**src/pprb_pkg.sv**
```systemverilog
// Package with the transfer types, request codes and controller states of the receive buffer.
`timescale 1ns / 1ps
package pprb_pkg;

  // Widths of the item fields.
  localparam int unsigned REQ_W  = 2;
  localparam int unsigned BYTE_W = 8;
  localparam int unsigned LEN_W  = 7;

  // Request codes carried in req_type.
  localparam logic [REQ_W-1:0] REQ_BYTE  = 2'd0;
  localparam logic [REQ_W-1:0] REQ_READ  = 2'd1;
  localparam logic [REQ_W-1:0] REQ_CHECK = 2'd2;

  // Result codes carried in result_kind.
  localparam logic [REQ_W-1:0] KIND_DATA   = 2'd0;
  localparam logic [REQ_W-1:0] KIND_EMPTY  = 2'd1;
  localparam logic [REQ_W-1:0] KIND_STATUS = 2'd2;

  // One input item.
  typedef struct packed {
    logic [REQ_W-1:0]  req_type;
    logic [BYTE_W-1:0] rx_byte;
    logic [LEN_W-1:0]  read_len;
    logic              reinit;
  } in_item_t;

  // One result item.
  typedef struct packed {
    logic [REQ_W-1:0]  result_kind;
    logic [BYTE_W-1:0] out_byte;
    logic              overflow_seen;
    logic              last_of_run;
  } out_item_t;

  // Controller states.
  typedef enum logic {
    ST_IDLE,
    ST_STREAM
  } ctl_state_t;

  // Commands from the controller to the datapath.
  typedef struct packed {
    logic store_byte;
    logic start_read;
    logic issue;
    logic load_none;
    logic load_check;
  } dp_cmd_t;

  // Status from the datapath to the controller.
  typedef struct packed {
    logic stage_free;
    logic n_zero;
    logic n_one;
    logic rem_one;
  } dp_status_t;

endpackage

```
**src/ping_pong_rx_buffer.sv**
```systemverilog
// Top level of the double-buffered receive store: controller, datapath and checks.
//
// Usage: items arrive on the in_ channel (valid/ready, payload in_data) and
// results leave on the out_ channel (valid/ready, payload out_data).
// A received byte (req_type 0) gives no result. A check or an empty read gives
// one result, which passes through the result stage and then the output register.
// A read of n bytes gives n results, one per cycle when the receiver keeps
// out_ready high; each is read from the store into the result stage and then moves
// to the output register, and no new item is taken until the last byte has been
// read from the store, so a read occupies the input for the whole run.
// The rate of a run is set by the single registered read port of the ready
// store feeding a one-entry result stage and the output register.
// When the receiver stalls, the result stage and the output register hold
// their contents and the store reads pause; the input is taken again as soon
// as the result stage has room, so bytes keep being received while a result
// waits. Reset clears the counters, the overflow latch and both valid flags;
// the byte stores keep undefined contents that are never read before written.
`timescale 1ns / 1ps
module ping_pong_rx_buffer #(
  parameter int unsigned BUF_DEPTH = 64
) (
  input  logic                clk,
  input  logic                rst_n,
  input  logic                in_valid,
  output logic                in_ready,
  input  pprb_pkg::in_item_t  in_data,
  output logic                out_valid,
  input  logic                out_ready,
  output pprb_pkg::out_item_t out_data
);

  pprb_pkg::dp_cmd_t    cmd;
  pprb_pkg::dp_status_t status;

  pprb_ctrl u_ctrl (
    .clk      (clk),
    .rst_n    (rst_n),
    .in_valid (in_valid),
    .req_type (in_data.req_type),
    .status   (status),
    .in_ready (in_ready),
    .cmd      (cmd)
  );

  pprb_datapath #(
    .BUF_DEPTH (BUF_DEPTH)
  ) u_datapath (
    .clk       (clk),
    .rst_n     (rst_n),
    .in_data   (in_data),
    .cmd       (cmd),
    .status    (status),
    .out_valid (out_valid),
    .out_ready (out_ready),
    .out_data  (out_data)
  );

  // A store read only starts when the result stage can take it.
  a_read_needs_room: assert property (@(posedge clk) disable iff (!rst_n)
    (cmd.issue || cmd.start_read) |-> status.stage_free)
    else $error("store read started without room in the result stage");

  // No input transfer while a read run is in progress.
  a_no_input_in_run: assert property (@(posedge clk) disable iff (!rst_n)
    cmd.issue |-> !(in_valid && in_ready))
    else $error("input transfer during a read run");

  // Results other than data bytes are always the last of their request.
  a_single_is_last: assert property (@(posedge clk) disable iff (!rst_n)
    (out_valid && (out_data.result_kind != pprb_pkg::KIND_DATA)) |-> out_data.last_of_run)
    else $error("single result not marked last");

  // Only a status result carries the overflow flag.
  a_ovf_only_status: assert property (@(posedge clk) disable iff (!rst_n)
    (out_valid && (out_data.result_kind != pprb_pkg::KIND_STATUS)) |-> !out_data.overflow_seen)
    else $error("overflow flag on a non-status result");

endmodule

```
**src/pprb_ctrl.sv**
```systemverilog
// Controller state machine that sequences requests and read runs of the receive buffer.
`timescale 1ns / 1ps
module pprb_ctrl (
  input  logic                clk,
  input  logic                rst_n,
  input  logic                in_valid,
  input  logic [1:0]          req_type,
  input  pprb_pkg::dp_status_t status,
  output logic                in_ready,
  output pprb_pkg::dp_cmd_t   cmd
);

  pprb_pkg::ctl_state_t state_r;
  pprb_pkg::ctl_state_t state_nxt;

  // State register.
  always_ff @(posedge clk) begin
    if (!rst_n) begin
      state_r <= pprb_pkg::ST_IDLE;
    end else begin
      state_r <= state_nxt;
    end
  end

  // Next state and commands.
  always_comb begin
    state_nxt = state_r;
    in_ready  = 1'b0;
    cmd       = '0;
    case (state_r)
      pprb_pkg::ST_IDLE: begin
        in_ready = status.stage_free;
        if (in_valid && status.stage_free) begin
          case (req_type)
            pprb_pkg::REQ_BYTE: begin
              cmd.store_byte = 1'b1;
            end
            pprb_pkg::REQ_READ: begin
              if (status.n_zero) begin
                cmd.load_none = 1'b1;
              end else begin
                cmd.start_read = 1'b1;
                if (!status.n_one) begin
                  state_nxt = pprb_pkg::ST_STREAM;
                end
              end
            end
            pprb_pkg::REQ_CHECK: begin
              cmd.load_check = 1'b1;
            end
            default: begin
              // The unused request code is taken and ignored.
            end
          endcase
        end
      end
      pprb_pkg::ST_STREAM: begin
        // One byte read per cycle while the result stage has room.
        if (status.stage_free) begin
          cmd.issue = 1'b1;
          if (status.rem_one) begin
            state_nxt = pprb_pkg::ST_IDLE;
          end
        end
      end
      default: begin
        state_nxt = pprb_pkg::ST_IDLE;
      end
    endcase
  end

endmodule

```
**src/pprb_datapath.sv**
```systemverilog
// Datapath of the receive buffer: the two byte stores, counters, result stage and output register.
`timescale 1ns / 1ps
module pprb_datapath #(
  parameter int unsigned BUF_DEPTH = 64
) (
  input  logic                 clk,
  input  logic                 rst_n,
  input  pprb_pkg::in_item_t   in_data,
  input  pprb_pkg::dp_cmd_t    cmd,
  output pprb_pkg::dp_status_t status,
  output logic                 out_valid,
  input  logic                 out_ready,
  output pprb_pkg::out_item_t  out_data
);

  localparam int unsigned AW = $clog2(BUF_DEPTH);
  localparam int unsigned CW = $clog2(BUF_DEPTH + 1);

  // Byte stores.
  logic [pprb_pkg::BYTE_W-1:0] mem_a [BUF_DEPTH];
  logic [pprb_pkg::BYTE_W-1:0] mem_b [BUF_DEPTH];

  // Buffer bookkeeping.
  logic [CW-1:0] fill_count_r, fill_count_nxt;
  logic [CW-1:0] ready_count_r, ready_count_nxt;
  logic [AW-1:0] read_offset_r, read_offset_nxt;
  logic          fill_is_b_r, fill_is_b_nxt;
  logic          overflow_r, overflow_nxt;
  logic [CW-1:0] rem_r, rem_nxt;

  // Result stage ahead of the output register.
  logic                        pend_r, pend_nxt;
  logic [pprb_pkg::REQ_W-1:0]  pend_kind_r;
  logic                        pend_last_r;
  logic                        pend_ovf_r;
  logic [pprb_pkg::BYTE_W-1:0] rd_q_r;

  // Output register.
  logic                out_valid_r, out_valid_nxt;
  pprb_pkg::out_item_t out_data_r;

  logic                            move;
  logic                            rd_en;
  logic                            rd_last;
  logic                            we;
  logic                            we_side_b;
  logic [AW-1:0]                   waddr;
  logic [pprb_pkg::LEN_W-1:0]      rc_ext;
  logic [pprb_pkg::LEN_W-1:0]      n_sel;

  // Transfer from the result stage into the output register.
  assign move = pend_r && (!out_valid_r || out_ready);

  // Run length of a read request, limited by the ready bytes.
  assign rc_ext = pprb_pkg::LEN_W'(ready_count_r);
  assign n_sel  = (in_data.read_len < rc_ext) ? in_data.read_len : rc_ext;

  assign status.stage_free = !pend_r || move;
  assign status.n_zero     = (n_sel == '0);
  assign status.n_one      = (n_sel == pprb_pkg::LEN_W'(1));
  assign status.rem_one    = (rem_r == CW'(1));

  assign rd_en   = cmd.start_read || cmd.issue;
  assign rd_last = cmd.start_read ? status.n_one : status.rem_one;

  // Counter, side and latch updates.
  always_comb begin
    fill_count_nxt  = fill_count_r;
    ready_count_nxt = ready_count_r;
    read_offset_nxt = read_offset_r;
    fill_is_b_nxt   = fill_is_b_r;
    overflow_nxt    = overflow_r;
    rem_nxt         = rem_r;
    we              = 1'b0;
    we_side_b       = fill_is_b_r;
    waddr           = fill_count_r[AW-1:0];
    if (cmd.store_byte && !overflow_r) begin
      if (fill_count_r < CW'(BUF_DEPTH)) begin
        we             = 1'b1;
        fill_count_nxt = fill_count_r + CW'(1);
        if (ready_count_r == '0) begin
          // Reader is empty: the filled part becomes readable.
          ready_count_nxt = fill_count_r + CW'(1);
          fill_count_nxt  = '0;
          read_offset_nxt = '0;
          fill_is_b_nxt   = !fill_is_b_r;
        end
      end else if (ready_count_r == '0) begin
        // Full fill side, empty reader: swap first, byte opens the new fill side.
        ready_count_nxt = fill_count_r;
        fill_count_nxt  = CW'(1);
        read_offset_nxt = '0;
        fill_is_b_nxt   = !fill_is_b_r;
        we              = 1'b1;
        we_side_b       = !fill_is_b_r;
        waddr           = '0;
      end else begin
        overflow_nxt = 1'b1;
      end
    end
    if (rd_en) begin
      ready_count_nxt = ready_count_r - CW'(1);
      read_offset_nxt = (ready_count_r == CW'(1)) ? '0 : read_offset_r + AW'(1);
      rem_nxt         = cmd.start_read ? CW'(n_sel) - CW'(1) : rem_r - CW'(1);
    end
    if (cmd.load_check && overflow_r && in_data.reinit) begin
      fill_count_nxt  = '0;
      ready_count_nxt = '0;
      read_offset_nxt = '0;
      overflow_nxt    = 1'b0;
    end
  end

  // Control registers.
  always_ff @(posedge clk) begin
    if (!rst_n) begin
      fill_count_r  <= '0;
      ready_count_r <= '0;
      read_offset_r <= '0;
      fill_is_b_r   <= 1'b0;
      overflow_r    <= 1'b0;
      rem_r         <= '0;
      pend_r        <= 1'b0;
      out_valid_r   <= 1'b0;
    end else begin
      fill_count_r  <= fill_count_nxt;
      ready_count_r <= ready_count_nxt;
      read_offset_r <= read_offset_nxt;
      fill_is_b_r   <= fill_is_b_nxt;
      overflow_r    <= overflow_nxt;
      rem_r         <= rem_nxt;
      pend_r        <= pend_nxt;
      out_valid_r   <= out_valid_nxt;
    end
  end

  // Store writes go to the fill side.
  always_ff @(posedge clk) begin
    if (we && !we_side_b) begin
      mem_a[waddr] <= in_data.rx_byte;
    end
    if (we && we_side_b) begin
      mem_b[waddr] <= in_data.rx_byte;
    end
  end

  // Registered read from the ready side.
  always_ff @(posedge clk) begin
    if (rd_en) begin
      rd_q_r <= fill_is_b_r ? mem_a[read_offset_r] : mem_b[read_offset_r];
    end
  end

  // Result stage tags.
  assign pend_nxt = (rd_en || cmd.load_none || cmd.load_check) ? 1'b1 :
                    (move ? 1'b0 : pend_r);

  always_ff @(posedge clk) begin
    if (rd_en) begin
      pend_kind_r <= pprb_pkg::KIND_DATA;
      pend_last_r <= rd_last;
      pend_ovf_r  <= 1'b0;
    end else if (cmd.load_none) begin
      pend_kind_r <= pprb_pkg::KIND_EMPTY;
      pend_last_r <= 1'b1;
      pend_ovf_r  <= 1'b0;
    end else if (cmd.load_check) begin
      pend_kind_r <= pprb_pkg::KIND_STATUS;
      pend_last_r <= 1'b1;
      pend_ovf_r  <= overflow_r;
    end
  end

  // Output register.
  assign out_valid_nxt = move ? 1'b1 : (out_ready ? 1'b0 : out_valid_r);

  always_ff @(posedge clk) begin
    if (move) begin
      out_data_r.result_kind   <= pend_kind_r;
      out_data_r.out_byte      <= (pend_kind_r == pprb_pkg::KIND_DATA) ? rd_q_r : '0;
      out_data_r.overflow_seen <= pend_ovf_r;
      out_data_r.last_of_run   <= pend_last_r;
    end
  end

  assign out_valid = out_valid_r;
  assign out_data  = out_data_r;

endmodule
```
**config.mk**
```make
export PLATFORM = sky130hd
export DESIGN_NAME = ping_pong_rx_buffer
export DESIGN_NICKNAME = d
export VERILOG_FILES = /design/src/pprb_pkg.sv /design/src/ping_pong_rx_buffer.sv /design/src/pprb_ctrl.sv /design/src/pprb_datapath.sv
export SDC_FILE = /design/constraint.sdc
export NUM_CORES = 1
export LEC_CHECK = 0
export BUFFER_PORTS_ARGS = -buffer_cell sky130_fd_sc_hd__buf_2
export CAP_MARGIN = 10
export CORE_ASPECT_RATIO = 1.4
export CORE_UTILIZATION = 45
export CTS_CLUSTER_SIZE = 30
export DETAILED_ROUTE_END_ITERATION = 12
export HOLD_SLACK_MARGIN = 0.15
export RECOVER_POWER = 25
export SLEW_MARGIN = 0
export SYNTH_ARGS = -nofsm -noshare
export SYNTH_HDL_FRONTEND = slang
export SYNTH_SLANG_ARGS = --single-unit
export TNS_END_PERCENT = 30
```
**constraint.sdc**
```tcl
create_clock -name clk -period 9.5 [get_ports clk]
set_input_delay 1.9 -clock clk [delete_from_list [all_inputs] [get_ports clk]]
set_output_delay 1.9 -clock clk [all_outputs]
set_load 0.005 [all_outputs]
```
==> results of run 1 <==
[final cells by class]
type                            count  area (µm²)
Multi-Input combinational cell    932       10100
Tap cell                         1215        1520
Timing Repair Buffer               59         353
Clock inverter                     59         671
Inverter                           18        67.6
Antenna cell                        1        2.50
Clock buffer                      118        2570
Fill cell                        7470       46700
Sequential cell                  1086       32200
[cell families after synthesis]
kind of cell	Yosys count	share of synthesized area [%]
mux	329	15.2
buf+inv	133	1.43
compound gates	213	3.59
simple gates	360	3.99
xor+xnor	14	0.286
fa+ha+maj	16	0.467
flops	1086	75.1
[routing by layer]
| metal | up-vias | share of wire, % | GRT usage (%) |
|---|---|---|---|
| met4 | 0 | 3.5 | 8.48 |
| li1 | 8999 | - | - |
| met2 | 629 | 53 | 36.5 |
| met3 | 163 | 4.6 | 2.70 |
| met5 | - | 0 | 0 |
| met1 | 11000 | 39 | 25.9 |
[path summary, 6_finish.rpt]
| kind | depth (start not counted) | endpoint | start | slack [ns] |
|---|---|---|---|---|
| min reg2reg | 0 | u_datapath.out_data[1] | u_datapath.pend_ovf_r | 0.43 |
| max | 2 | u_datapath.mem_a[59][5] | in_data[13] | 2.91 |
| max reg2reg | 13 | flop | u_datapath.rc_ext[4] | 5.06 |
| min | 0 | u_datapath.out_data[1] | u_datapath.pend_ovf_r | 0.43 |
[report_power, final]
| part | internal [W] | total (W) | switching [W] |
|---|---|---|---|
| clock | 0.00231 | 0.00404 | 0.00173 |
| sequential | 0.00534 | 0.00544 | 0.000106 |
| combinational | 0.000766 | 0.00174 | 0.000971 |
| total | 0.00841 | 0.0112 | 0.00281 |
[through the flow]
stage                     power [W]  std cells  cell area (µm²)
after global routing         0.0116       3487            47500
after floorplan             0.00678       2151            42900
after CTS                    0.0113       3486            47500
final                        0.0112       3488            47500
after detailed placement    0.00729       3309            44300
after global placement      0.00728       3309            44300
[sequential cells by signal, indices dropped and copies added, names as in the netlist, 2 cells and up, named ones only]
register and flops:
u_datapath.mem_a 512, u_datapath.mem_b 512, u_datapath.out_data 12, u_datapath.rd_q_r 8, u_datapath.fill_count_r 7, u_datapath.rc_ext 7
u_datapath.rem_r 7, u_datapath.read_offset_r 6, u_datapath.pend_kind_r 2
[cell usage in the layout, fill, tap and decap left out, drive strengths merged, types with 19 or more instances in the layout]
cell type and instances:
buf 41, dfxtp 41, inv 24, a221oi 26, edfxtp 1045, nand2 55
a22oi 52, mux2i 68, nand3 34, o21ai 19, mux4 256, a21oi 45
nor2 165, clkinv 36, clkbuf 136
==> impl_summary.md, run 1 <==
Floorplanning
Pin placement for this block handled 36 I/O pins. The placement row count is 133. The die boundary height is roughly 370 µm. The die outline width is 263 µm. The starting density of the core is 45.5%. The core region area is 94200 µm².

The floorplan step defined a die boundary enclosing between 90000 and 100000 µm².

Cells and area
The number of nets in the finished design is 2232. The area growth from synthesis to layout is 10.7%. Of the cells placed in the final design, the portion with a size suffix greater than 1 is 20.0%. At the end of the flow the core is filled with cells to 50.4%.

Timing
The smallest clock period supported by the final layout is computed as 6.59 ns. Once routing completed, OpenROAD measured the worst setup slack at 2.91 ns. The post-route setup TNS is 0 ns. The clock skew after layout is 0.0234 ns.

The smallest hold slack is 0.425 ns. Measured against its own limit, the worst slew margin works out to -186%. The number of slew-limit violations in the final report is 809.

The setup violation total in the final timing report is 0. The final hold violation count came to 0. Setup repair after global routing left no endpoint under its margin. The highest clock rate is between 150 and 200 MHz. The pin slew with the least headroom to its limit is around 4.3 ns. The fraction of the cycle the final worst path needs is 69.4%.

Clock tree
Clock tree synthesis found a total of 1086 sinks. The worst-case clock buffer depth is 3. Counting the buffers created by CTS gives 97. The cts-stage hold buffer count is 0.

In this run the post-CTS setup repair buffer count came out at 0. The CTS H-tree depth is 3. The CTS tree is done.

The number of cells upsized or downsized after cts is 0. The clock transition time at the flip-flop clock pins of the worst setup and hold paths is 0.06 ns. At the later pin of the worst-skew pair, clock insertion delay measures approximately 0.69 ns.

The tree is rooted in a sky130_fd_sc_hd__clkbuf_16.

Hold path
The path class of the lowest-slack min-delay path is reg2reg.

Logic synthesis
The biggest area contributor in the post-synthesis netlist is sky130_fd_sc_hd__edfxtp_1. The most used flip-flop cell after synthesis is sky130_fd_sc_hd__edfxtp_1. The cell count after synthesis is approximately 2200. The top cell type by area accounts for 73.2% of the synthesized area. Of the synthesized area, sequential elements account for roughly 75%. The most used standard cell by instance count after synthesis is sky130_fd_sc_hd__edfxtp_1. The async set-reset flop share out of synthesis is 0%. The total of warnings raised by yosys is 0. By count the netlist is led by sky130_fd_sc_hd__edfxtp_1, sky130_fd_sc_hd__mux4_2, sky130_fd_sc_hd__nor2_1, sky130_fd_sc_hd__mux2i_1, sky130_fd_sc_hd__nand2_1. The count of state elements after synthesis is approximately 1100.

Averaged over all synthesized cells, the footprint is 19.9 µm². By area the synthesized netlist is led by sky130_fd_sc_hd__edfxtp_1, sky130_fd_sc_hd__mux4_2, sky130_fd_sc_hd__dfxtp_1. The number of nets in the synthesized netlist is 2189. In this run, distinct cell masters in the synthesized netlist total 59.

The cell area after synthesis is 42900 µm². The number of flops mapped to enable cells by yosys is between 1000 and 1500.

Route
The number of DRC markers in iteration 0 is between 1500 and 2000. After detailed routing, the number of vias per cell comes to 5.96. Summed over all layers, the routed wires come to about 98000 µm. After detailed routing, the number of remaining DRC violations is 0. The first detailed-routing pass ran for 5 iterations. The average wire per standard cell is 28.2 µm. The number of vias after detailed routing is about 21000. The number of antenna-violating nets in the routed design is 0.

Power and ir drop
The total power per unit cell area is 236 nW/µm². The maximum vdd drop is 0.201 mV. The leakage dissipation is 14.3 nW.

Placed design
Summed over all nets, the half-perimeter wirelength after detailed placement is 61600 µm. The weighted congestion reported at the end of routability-driven placement is 0.858. Prior to clock tree synthesis, the placed netlist has a worst setup slack of between 3 and 4 ns. Input and output buffers added on the ports amount to 35.

Worst setup path
The kind of critical path is in2reg. Counting both buffers and inverters, the worst setup path holds a total of 2. The cell family with the largest share of critical-path delay is buffers and inverters. The critical path goes through clkbuf_1 > clkbuf_1. By instance count, the cell type seen most on the critical path is sky130_fd_sc_hd__clkbuf_1. The data required time of the worst path is 9.37 ns.

The maximum single-stage delay on the critical path is ~3.0 ns. The largest fanout of any net on the critical path is between 80 and 90. The kind of capture point of the worst setup path is a flop. The data arrival time of the critical path is between 6 and 7 ns. STA classifies the critical path startpoint as an input port.

The slowest stage of the critical path belongs to the cell sky130_fd_sc_hd__clkbuf_1.

GRT
The via count of the first global-routing pass is 21900. The first-pass GRT wire length is 147000 µm. Entering global routing, the biggest net connects 129 pins. Global routing consumed, over all layers together, 20.7% of the routing resources. Global routing finished with a remaining overflow of 0. The number of antenna violations at the first check in global routing is 0.

Run status
The run finished, with violations left. The checks that failed: max-capacitance violations, max-slew violations.

Job
The max-cap violation count is 13.
Note: power is estimated with default switching activity, not from simulation.
==> run 2: changes to the inputs <==
- clock period: 9.5 -> 6.6 ns (I/O delays scaled with it)
==> impl_summary.md, run 2 (synthesis gave the netlist of run 1 again) <==
Run status
The run finished, with violations left. The checks that failed: max-capacitance violations, max-slew violations.

Timing
Setup repair after global routing left no endpoint under its margin. The highest clock rate is 215 MHz. The final critical path takes up between 70 and 80% of the cycle. The relative slew slack is -80.2% (+110 points). The number of slew-limit violations in the final report is 801 (-0.99%). The post-route setup TNS is 0 ns (unchanged). The setup violation total in the final timing report is 0 (unchanged). The clock skew after layout is 0.0249 ns (+0.00148 ns). The final hold violation count is 0 (unchanged). The pin slew with the least headroom to its limit is 2.70 ns (-1.58 ns).

The routed design could run at a clock period as short as about 4.7 ns.

Floorplanning
The die boundary height is 367 µm (unchanged). The die footprint came to 96600 µm² (unchanged). The core region area was 94200 µm² (unchanged). The starting density of the core is 45.5% (unchanged). The die outline width is 263 µm (unchanged). The placement row count is 133 (unchanged). The count of pins on the block boundary is 36 (unchanged).

Worst setup path
The largest fanout of any net on the critical path is 29 (-67%). The startpoint kind of the worst setup timing path is an input port. The data arrival time of the critical path was 5.25 ns (-1.21 ns).

The setup path with the least slack is of type in2reg. The data required time of the worst path is 7.19 ns (-2.18 ns). The worst setup slack for register-to-register paths is 2.17 ns (-2.89 ns).

The worst setup path is captured at a flop.

Clock tree
The clock buffer count from CTS came to 97 (unchanged). In this run the clock root is driven by a sky130_fd_sc_hd__clkbuf_16. The clock latency at the later pin of the worst-skew pair is 0.69 ns (about the same). The worst-case clock buffer depth is 3 (unchanged). The clock sink total is 1086 (unchanged). The cts-stage hold buffer count came to 0 (unchanged). The number of post-CTS setup repair buffers came to 0 (unchanged). The clock transition time at the flip-flop clock pins of the worst setup and hold paths is 0.07 ns (about the same). The number of cells upsized or downsized after cts is 0 (unchanged). The CTS H-tree depth is 3 (unchanged).

TritonCTS built the clock tree.

GRT
The met1 global-route usage came to 26.2% (+0.29 points). The number of antenna violations at the first check in global routing was 0 (unchanged). The total overflow reported by the global router is 0 (unchanged). The global routing stage identified its most utilized layer as met2. The maximum number of pins on one net before global-route repair was 89 (-31%). The met3 usage is 2.70% (unchanged). The via count of the first global-routing pass came to 21800 (-0.61%).

The global-route usage over all layers is 20.6% (-0.17 points). The met2 track demand over resource in global routing is 35.9% (-0.58 points). The first-pass GRT wire length was 146000 µm (-0.55%).

Route
The number of detailed-routing iterations run before antenna repair came to 5 (unchanged). The average wire per standard cell is 27.9 µm (-1.2%). The number of antenna-violating nets in the routed design is 0 (unchanged). The number of DRC markers in iteration 0 was 1949 (-2.2%). The DRC violations left is 0 (unchanged). The detailed-route vias per instance came to 5.95 (-0.21%).

The number of vias after detailed routing came to 20800 (+0.11%). The final wirelength came to 97500 µm (-0.92%).

Power and ir drop
The total power per unit cell area is 341 nW/µm² (+44%). The leakage dissipation was 14.4 nW (+0.68%). The maximum vdd drop is 0.207 mV (+3.0%).

Cells and area
The number of nets in the finished design was 2241 (+0.40%). The synthesis-to-finish area growth is 11.1%. Leaving out fill and tap cells, the most frequent cell in the layout is sky130_fd_sc_hd__edfxtp_1.

The total non-filler cell area in the finished layout is 47600 µm² (+0.31%). The share of final-layout standard cells stronger than drive strength 1 is 20.8% (+0.77 points). The total of fill cells in the finished design came to 7466 (-0.054%).

The number of antenna repair diodes is 0 (-1). The library cells used most frequently in the layout, excluding fill and tap cells, are sky130_fd_sc_hd__edfxtp_1, sky130_fd_sc_hd__mux4_2, sky130_fd_sc_hd__nor2_1.

Placed design
The placement-stage cell area is 44400 µm² (+0.15%). The number of port buffers is 35 (unchanged). The detailed placement HPWL is 61800 µm (+0.44%). The weighted congestion reported at the end of routability-driven placement came to 0.851 (-0.78%).

Job
The max-cap violation count came to 13 (unchanged).

Hold path
The path class of the lowest-slack min-delay path is reg2reg.
-- run 2: cell count changes in the layout (fill, tap and decap cells not counted), moves of 2 or more --
cell                        previous run  this run
sky130_fd_sc_hd__clkbuf_1             34        31
sky130_fd_sc_hd__buf_4                14        24
sky130_fd_sc_hd__clkinv_2             14        18
sky130_fd_sc_hd__bufinv_16            14        16
sky130_fd_sc_hd__clkinv_8              0         2
sky130_fd_sc_hd__clkbuf_2              1         5
sky130_fd_sc_hd__clkinv_1             22        17
-- run 2: cell type report --
cell class	instances	area, µm²	share of cell area [%]
Clock buffer	119	2570	5.40
Clock inverter	61	743	1.56
Inverter	18	67.6	0.142
Multi-Input combinational cell	932	10100	21.2
Sequential cell	1086	32200	67.6
Tap cell	1215	1520	3.19
Timing Repair Buffer	68	429	0.901
-- run 2: routing by layer --
| layer | vias up | share of wire, % |
|---|---|---|
| met5 | - | 0 |
| met4 | 0 | 3.3 |
| met3 | 155 | 4.6 |
| met2 | 634 | 52 |
| met1 | 11000 | 40 |
| li1 | 9024 | - |
-- run 2: per-stage QoR --
step	worst slack, ns	util [%]	hold WS (ns)	total power, W	cells
2_1_floorplan	2.16	-	0.400	0.00977	2151
3_3_place_gp	1.36	47.1	0.415	0.0105	3318
3_5_place_dp	1.27	47.1	0.411	0.0105	3318
4_1_cts	2.02	50.6	0.435	0.0164	3498
5_1_grt	1.59	50.6	0.444	0.0168	3499
6_report	1.95	50.6	0.430	0.0163	3499
-- run 2: worst paths after layout --
check                              start                          end  depth (start not counted)
setup / recovery              in_data[5]  u_datapath.read_offset_r[2]                         13
hold / removal    u_datapath.pend_last_r       u_datapath.out_data[0]                          0
setup reg to reg    u_datapath.rc_ext[4]  u_datapath.read_offset_r[2]                         13
hold reg to reg   u_datapath.pend_last_r       u_datapath.out_data[0]                          0
-- run 2: where the power goes --
group | total (W) | switching [W] | leakage, nW | internal [W]
combinational | 0.00250 | 0.00139 | 3.02 | 0.00112
sequential | 0.00784 | 0.000168 | 9.73 | 0.00768
clock | 0.00591 | 0.00250 | 1.62 | 0.00341
total | 0.0163 | 0.00405 | 14.4 | 0.0122
-- run 2: worst max-delay path: stages --
cell                       delay, ns
sky130_fd_sc_hd__buf_2          0.13
sky130_fd_sc_hd__ha_1           0.33
sky130_fd_sc_hd__a21o_1         0.17
sky130_fd_sc_hd__a221o_1        0.33
sky130_fd_sc_hd__a41oi_1        0.56
sky130_fd_sc_hd__mux2i_1        0.31
sky130_fd_sc_hd__ha_1           0.32
sky130_fd_sc_hd__nand3_1        0.15
sky130_fd_sc_hd__a21oi_1        0.13
sky130_fd_sc_hd__mux2_4         0.39
sky130_fd_sc_hd__inv_2          0.45
sky130_fd_sc_hd__nand3b_1       0.36
sky130_fd_sc_hd__o211ai_1       0.29
==> run 3: changes to the inputs <==
- clock period: 6.6 -> 4.15 ns (I/O delays scaled with it)
==> impl_summary.md, run 3 (synthesis gave the netlist of run 1 again) <==
Worst setup path
The worst setup path endpoint is u_datapath.rem_r[4]. The largest fanout of any net on the critical path is 6 (-79%). STA classifies the critical path startpoint as a flop. Walking the worst path, the cells encountered are inv_1 > ha_1 > a21o_1 > a221o_1 > a41oi_1 > nor2_1 > a21oi_1 > ha_1 > nor3b_1 > xnor2_1 > nor3_1 > a2111oi_0 > buf_4 > a211oi_1 > a21oi_1. The most critical setup path has its startpoint at u_datapath.rc_ext[4]. The kind of critical path is reg2reg. The startpoint of the lowest-slack register-to-register path is u_datapath.rc_ext[4]. The maximum single-stage delay on the critical path is 0.51 ns (-0.05 ns).

The data required time of the worst path is 4.76 ns (-2.43 ns). The slowest stage of the critical path is the sky130_fd_sc_hd__a2111oi_0 cell. The worst setup slack for register-to-register paths is 0.32 ns (-1.85 ns).

The kind of capture point of the worst setup path is a flop. The data arrival time of the critical path is 4.44 ns (-0.81 ns). The endpoint identified for the worst register-to-register timing path is u_datapath.rem_r[4]. The worst reg2reg path depth is 15 (+2).

Run status
The run finished, with violations left. The final reports fail on max-capacitance violations, max-slew violations.

Job
The max-cap violation count was 7 (-6).

GRT
The first-pass GRT wire length is 149000 µm (+2.3%). The total overflow reported by the global router is 0 (unchanged). The global-route usage over all layers came to 21.1% (+0.50 points). The number of antenna violations at the first check in global routing is 1 (+1).

The via count of the first global-routing pass is 22600 (+4.0%). The maximum number of pins on one net before global-route repair is 101 (+13%).

Route
The DRC violations left is 0 (unchanged). The number of vias after detailed routing is 21600 (+3.7%). The number of DRC markers in iteration 0 is 1707 (-12%). The number of antenna-violating nets in the routed design was 0 (unchanged).

The detailed-route vias per instance was 5.87 (-1.3%). The average wire per standard cell is 27.3 µm (-2.1%). The final wirelength is 100000 µm (+2.8%). The number of detailed-routing iterations run before antenna repair is 5 (unchanged).

Cells and area
The synthesis-to-finish area growth is 14.1%. The share of final-layout standard cells stronger than drive strength 1 came to 26.8% (+6.0 points). The end-of-flow core utilization is 52.0% (+1.4 points). The final cell count without fillers is 3674 (+5.0%).

The number of antenna repair diodes is 0 (unchanged). The total of fill cells in the finished design is 7423 (-0.58%). The number of nets in the finished design is 2419 (+7.9%). The library cells used most frequently in the layout, excluding fill and tap cells, are sky130_fd_sc_hd__edfxtp_1, sky130_fd_sc_hd__mux4_2, sky130_fd_sc_hd__buf_4. The most frequent standard cell in the layout excluding fill and tap cells is sky130_fd_sc_hd__edfxtp_1.

Clock tree
The clock sink total is 1086 (unchanged). The clock transition time at the flip-flop clock pins of the worst setup and hold paths was 0.06 ns (about the same). The CTS H-tree depth is 3 (unchanged). The clock buffer count from CTS is 98 (+1.0%). The worst-case clock buffer depth is 3 (unchanged). The clock root buffer is sky130_fd_sc_hd__clkbuf_16. The number of post-CTS setup repair buffers came to 0 (unchanged). The number of cells upsized or downsized after cts is 0 (unchanged). The clock latency at the later pin of the worst-skew pair is 0.69 ns (about the same). The CTS tree is done. The cts-stage hold buffer count is 0 (unchanged).

Timing
The clock skew after layout was 0.0324 ns (+0.00746 ns). The final worst slack came to 0.324 ns (-1.62 ns). The fraction of the cycle the final worst path needs is 92.2%. The post-route setup TNS is 0 ns (unchanged). The number of slew-limit violations in the final report is 531 (-34%). The pin slew with the least headroom to its limit is 3.65 ns (+0.942 ns). The final hold violation count came to 0 (unchanged). The relative slew slack came to -143% (-63 points). The minimum period implied by the final worst setup slack is about 3.8 ns.

Setup repair after global routing left no endpoint under its margin. The setup violation total in the final timing report is 0 (unchanged). The highest clock rate is around 260 MHz. The smallest hold slack is 0.439 ns (+0.00946 ns).

Placed design
The detailed placement HPWL is 65500 µm (+6.0%). The number of port buffers is 35 (unchanged). The post-placement worst setup slack is -0.0106 ns (-1.28 ns). The weighted congestion reported at the end of routability-driven placement was 0.922 (+8.3%). The total instance count after detailed placement was 3495 (+5.3%).

Floorplanning
The die footprint is 96600 µm² (unchanged). The die boundary height is 367 µm (unchanged). The die outline width was 263 µm (unchanged). The placement row count is 133 (unchanged).

The core region area came to 94200 µm² (unchanged). The count of pins on the block boundary came to 36 (unchanged). The starting density of the core came to 45.5% (unchanged).

Power and ir drop
The maximum vdd drop is 0.343 mV (+66%). The total power per unit cell area is 522 nW/µm² (+53%). The leakage dissipation is 15.3 nW (+6.3%).

Hold path
The worst hold path belongs to the class reg2reg.
==> run 3: report_power, final <==
group          leakage [nW]  total (W)  switching (W)  internal, W
sequential             9.73     0.0124       0.000159       0.0122
combinational          4.02    0.00431        0.00238      0.00193
clock                  1.52    0.00888        0.00393      0.00495
total                  15.3     0.0255        0.00647       0.0191
==> run 3: metrics by stage <==
step	total power, W	cell area [µm²]
after CTS	0.0258	49000
final	0.0255	48900
after global routing	0.0264	48900
after floorplan	0.0155	42900
after detailed placement	0.0169	45800
after global placement	0.0169	45800
==> run 3: final cells by class <==
| cell class | instances | area [µm²] | area share [%] |
|---|---|---|---|
| sequential | 1086 | 32200 | 65.8 |
| tap | 1215 | 1520 | 3.11 |
| timing repair buffer | 245 | 1920 | 3.92 |
| clock inverter | 61 | 544 | 1.11 |
| clock buffer | 117 | 2580 | 5.28 |
| inverter | 18 | 67.6 | 0.138 |
| multi-input combinational | 932 | 10100 | 20.6 |
==> run 3: worst max-delay path: cells and delay by family, from the launching register on <==
kind	cells	cell delay (ns)
xor gates and xnor gates	1	0.17
adders and majority gates	2	0.63
buffers and inverters	2	0.35
DFF	1	0.39
AOI/OAI and AO/OA	7	1.75
and+or+nand+nor	3	0.48
==> run 3: how the worst min path moves through the flow <==
| stage | startpoint | to | slack [ns] | cells after the start |
|---|---|---|---|---|
| 2_1_floorplan | u_datapath.pend_last_r | u_datapath.out_data[0] | 0.40 | 0 |
| 3_3_place_gp | u_datapath.pend_ovf_r | u_datapath.out_data[1] | 0.42 | 0 |
| 3_5_place_dp | u_datapath.pend_ovf_r | u_datapath.out_data[1] | 0.42 | 0 |
| 4_1_cts | u_datapath.pend_ovf_r | u_datapath.out_data[1] | 0.44 | 0 |
| 5_1_grt | u_datapath.pend_ovf_r | u_datapath.out_data[1] | 0.46 | 0 |
| 6_report | u_datapath.pend_ovf_r | u_datapath.out_data[1] | 0.44 | 0 |
==> run 3: per-layer routing <==
metal | vias to the layer above | global-route usage [%] | share of wire, %
met5 | - | 0 | 0.013
met1 | 11500 | 26.0 | 39
met2 | 573 | 37.7 | 53
met3 | 145 | 2.89 | 4.3
li1 | 9385 | - | -
met4 | 2 | 7.68 | 3.0
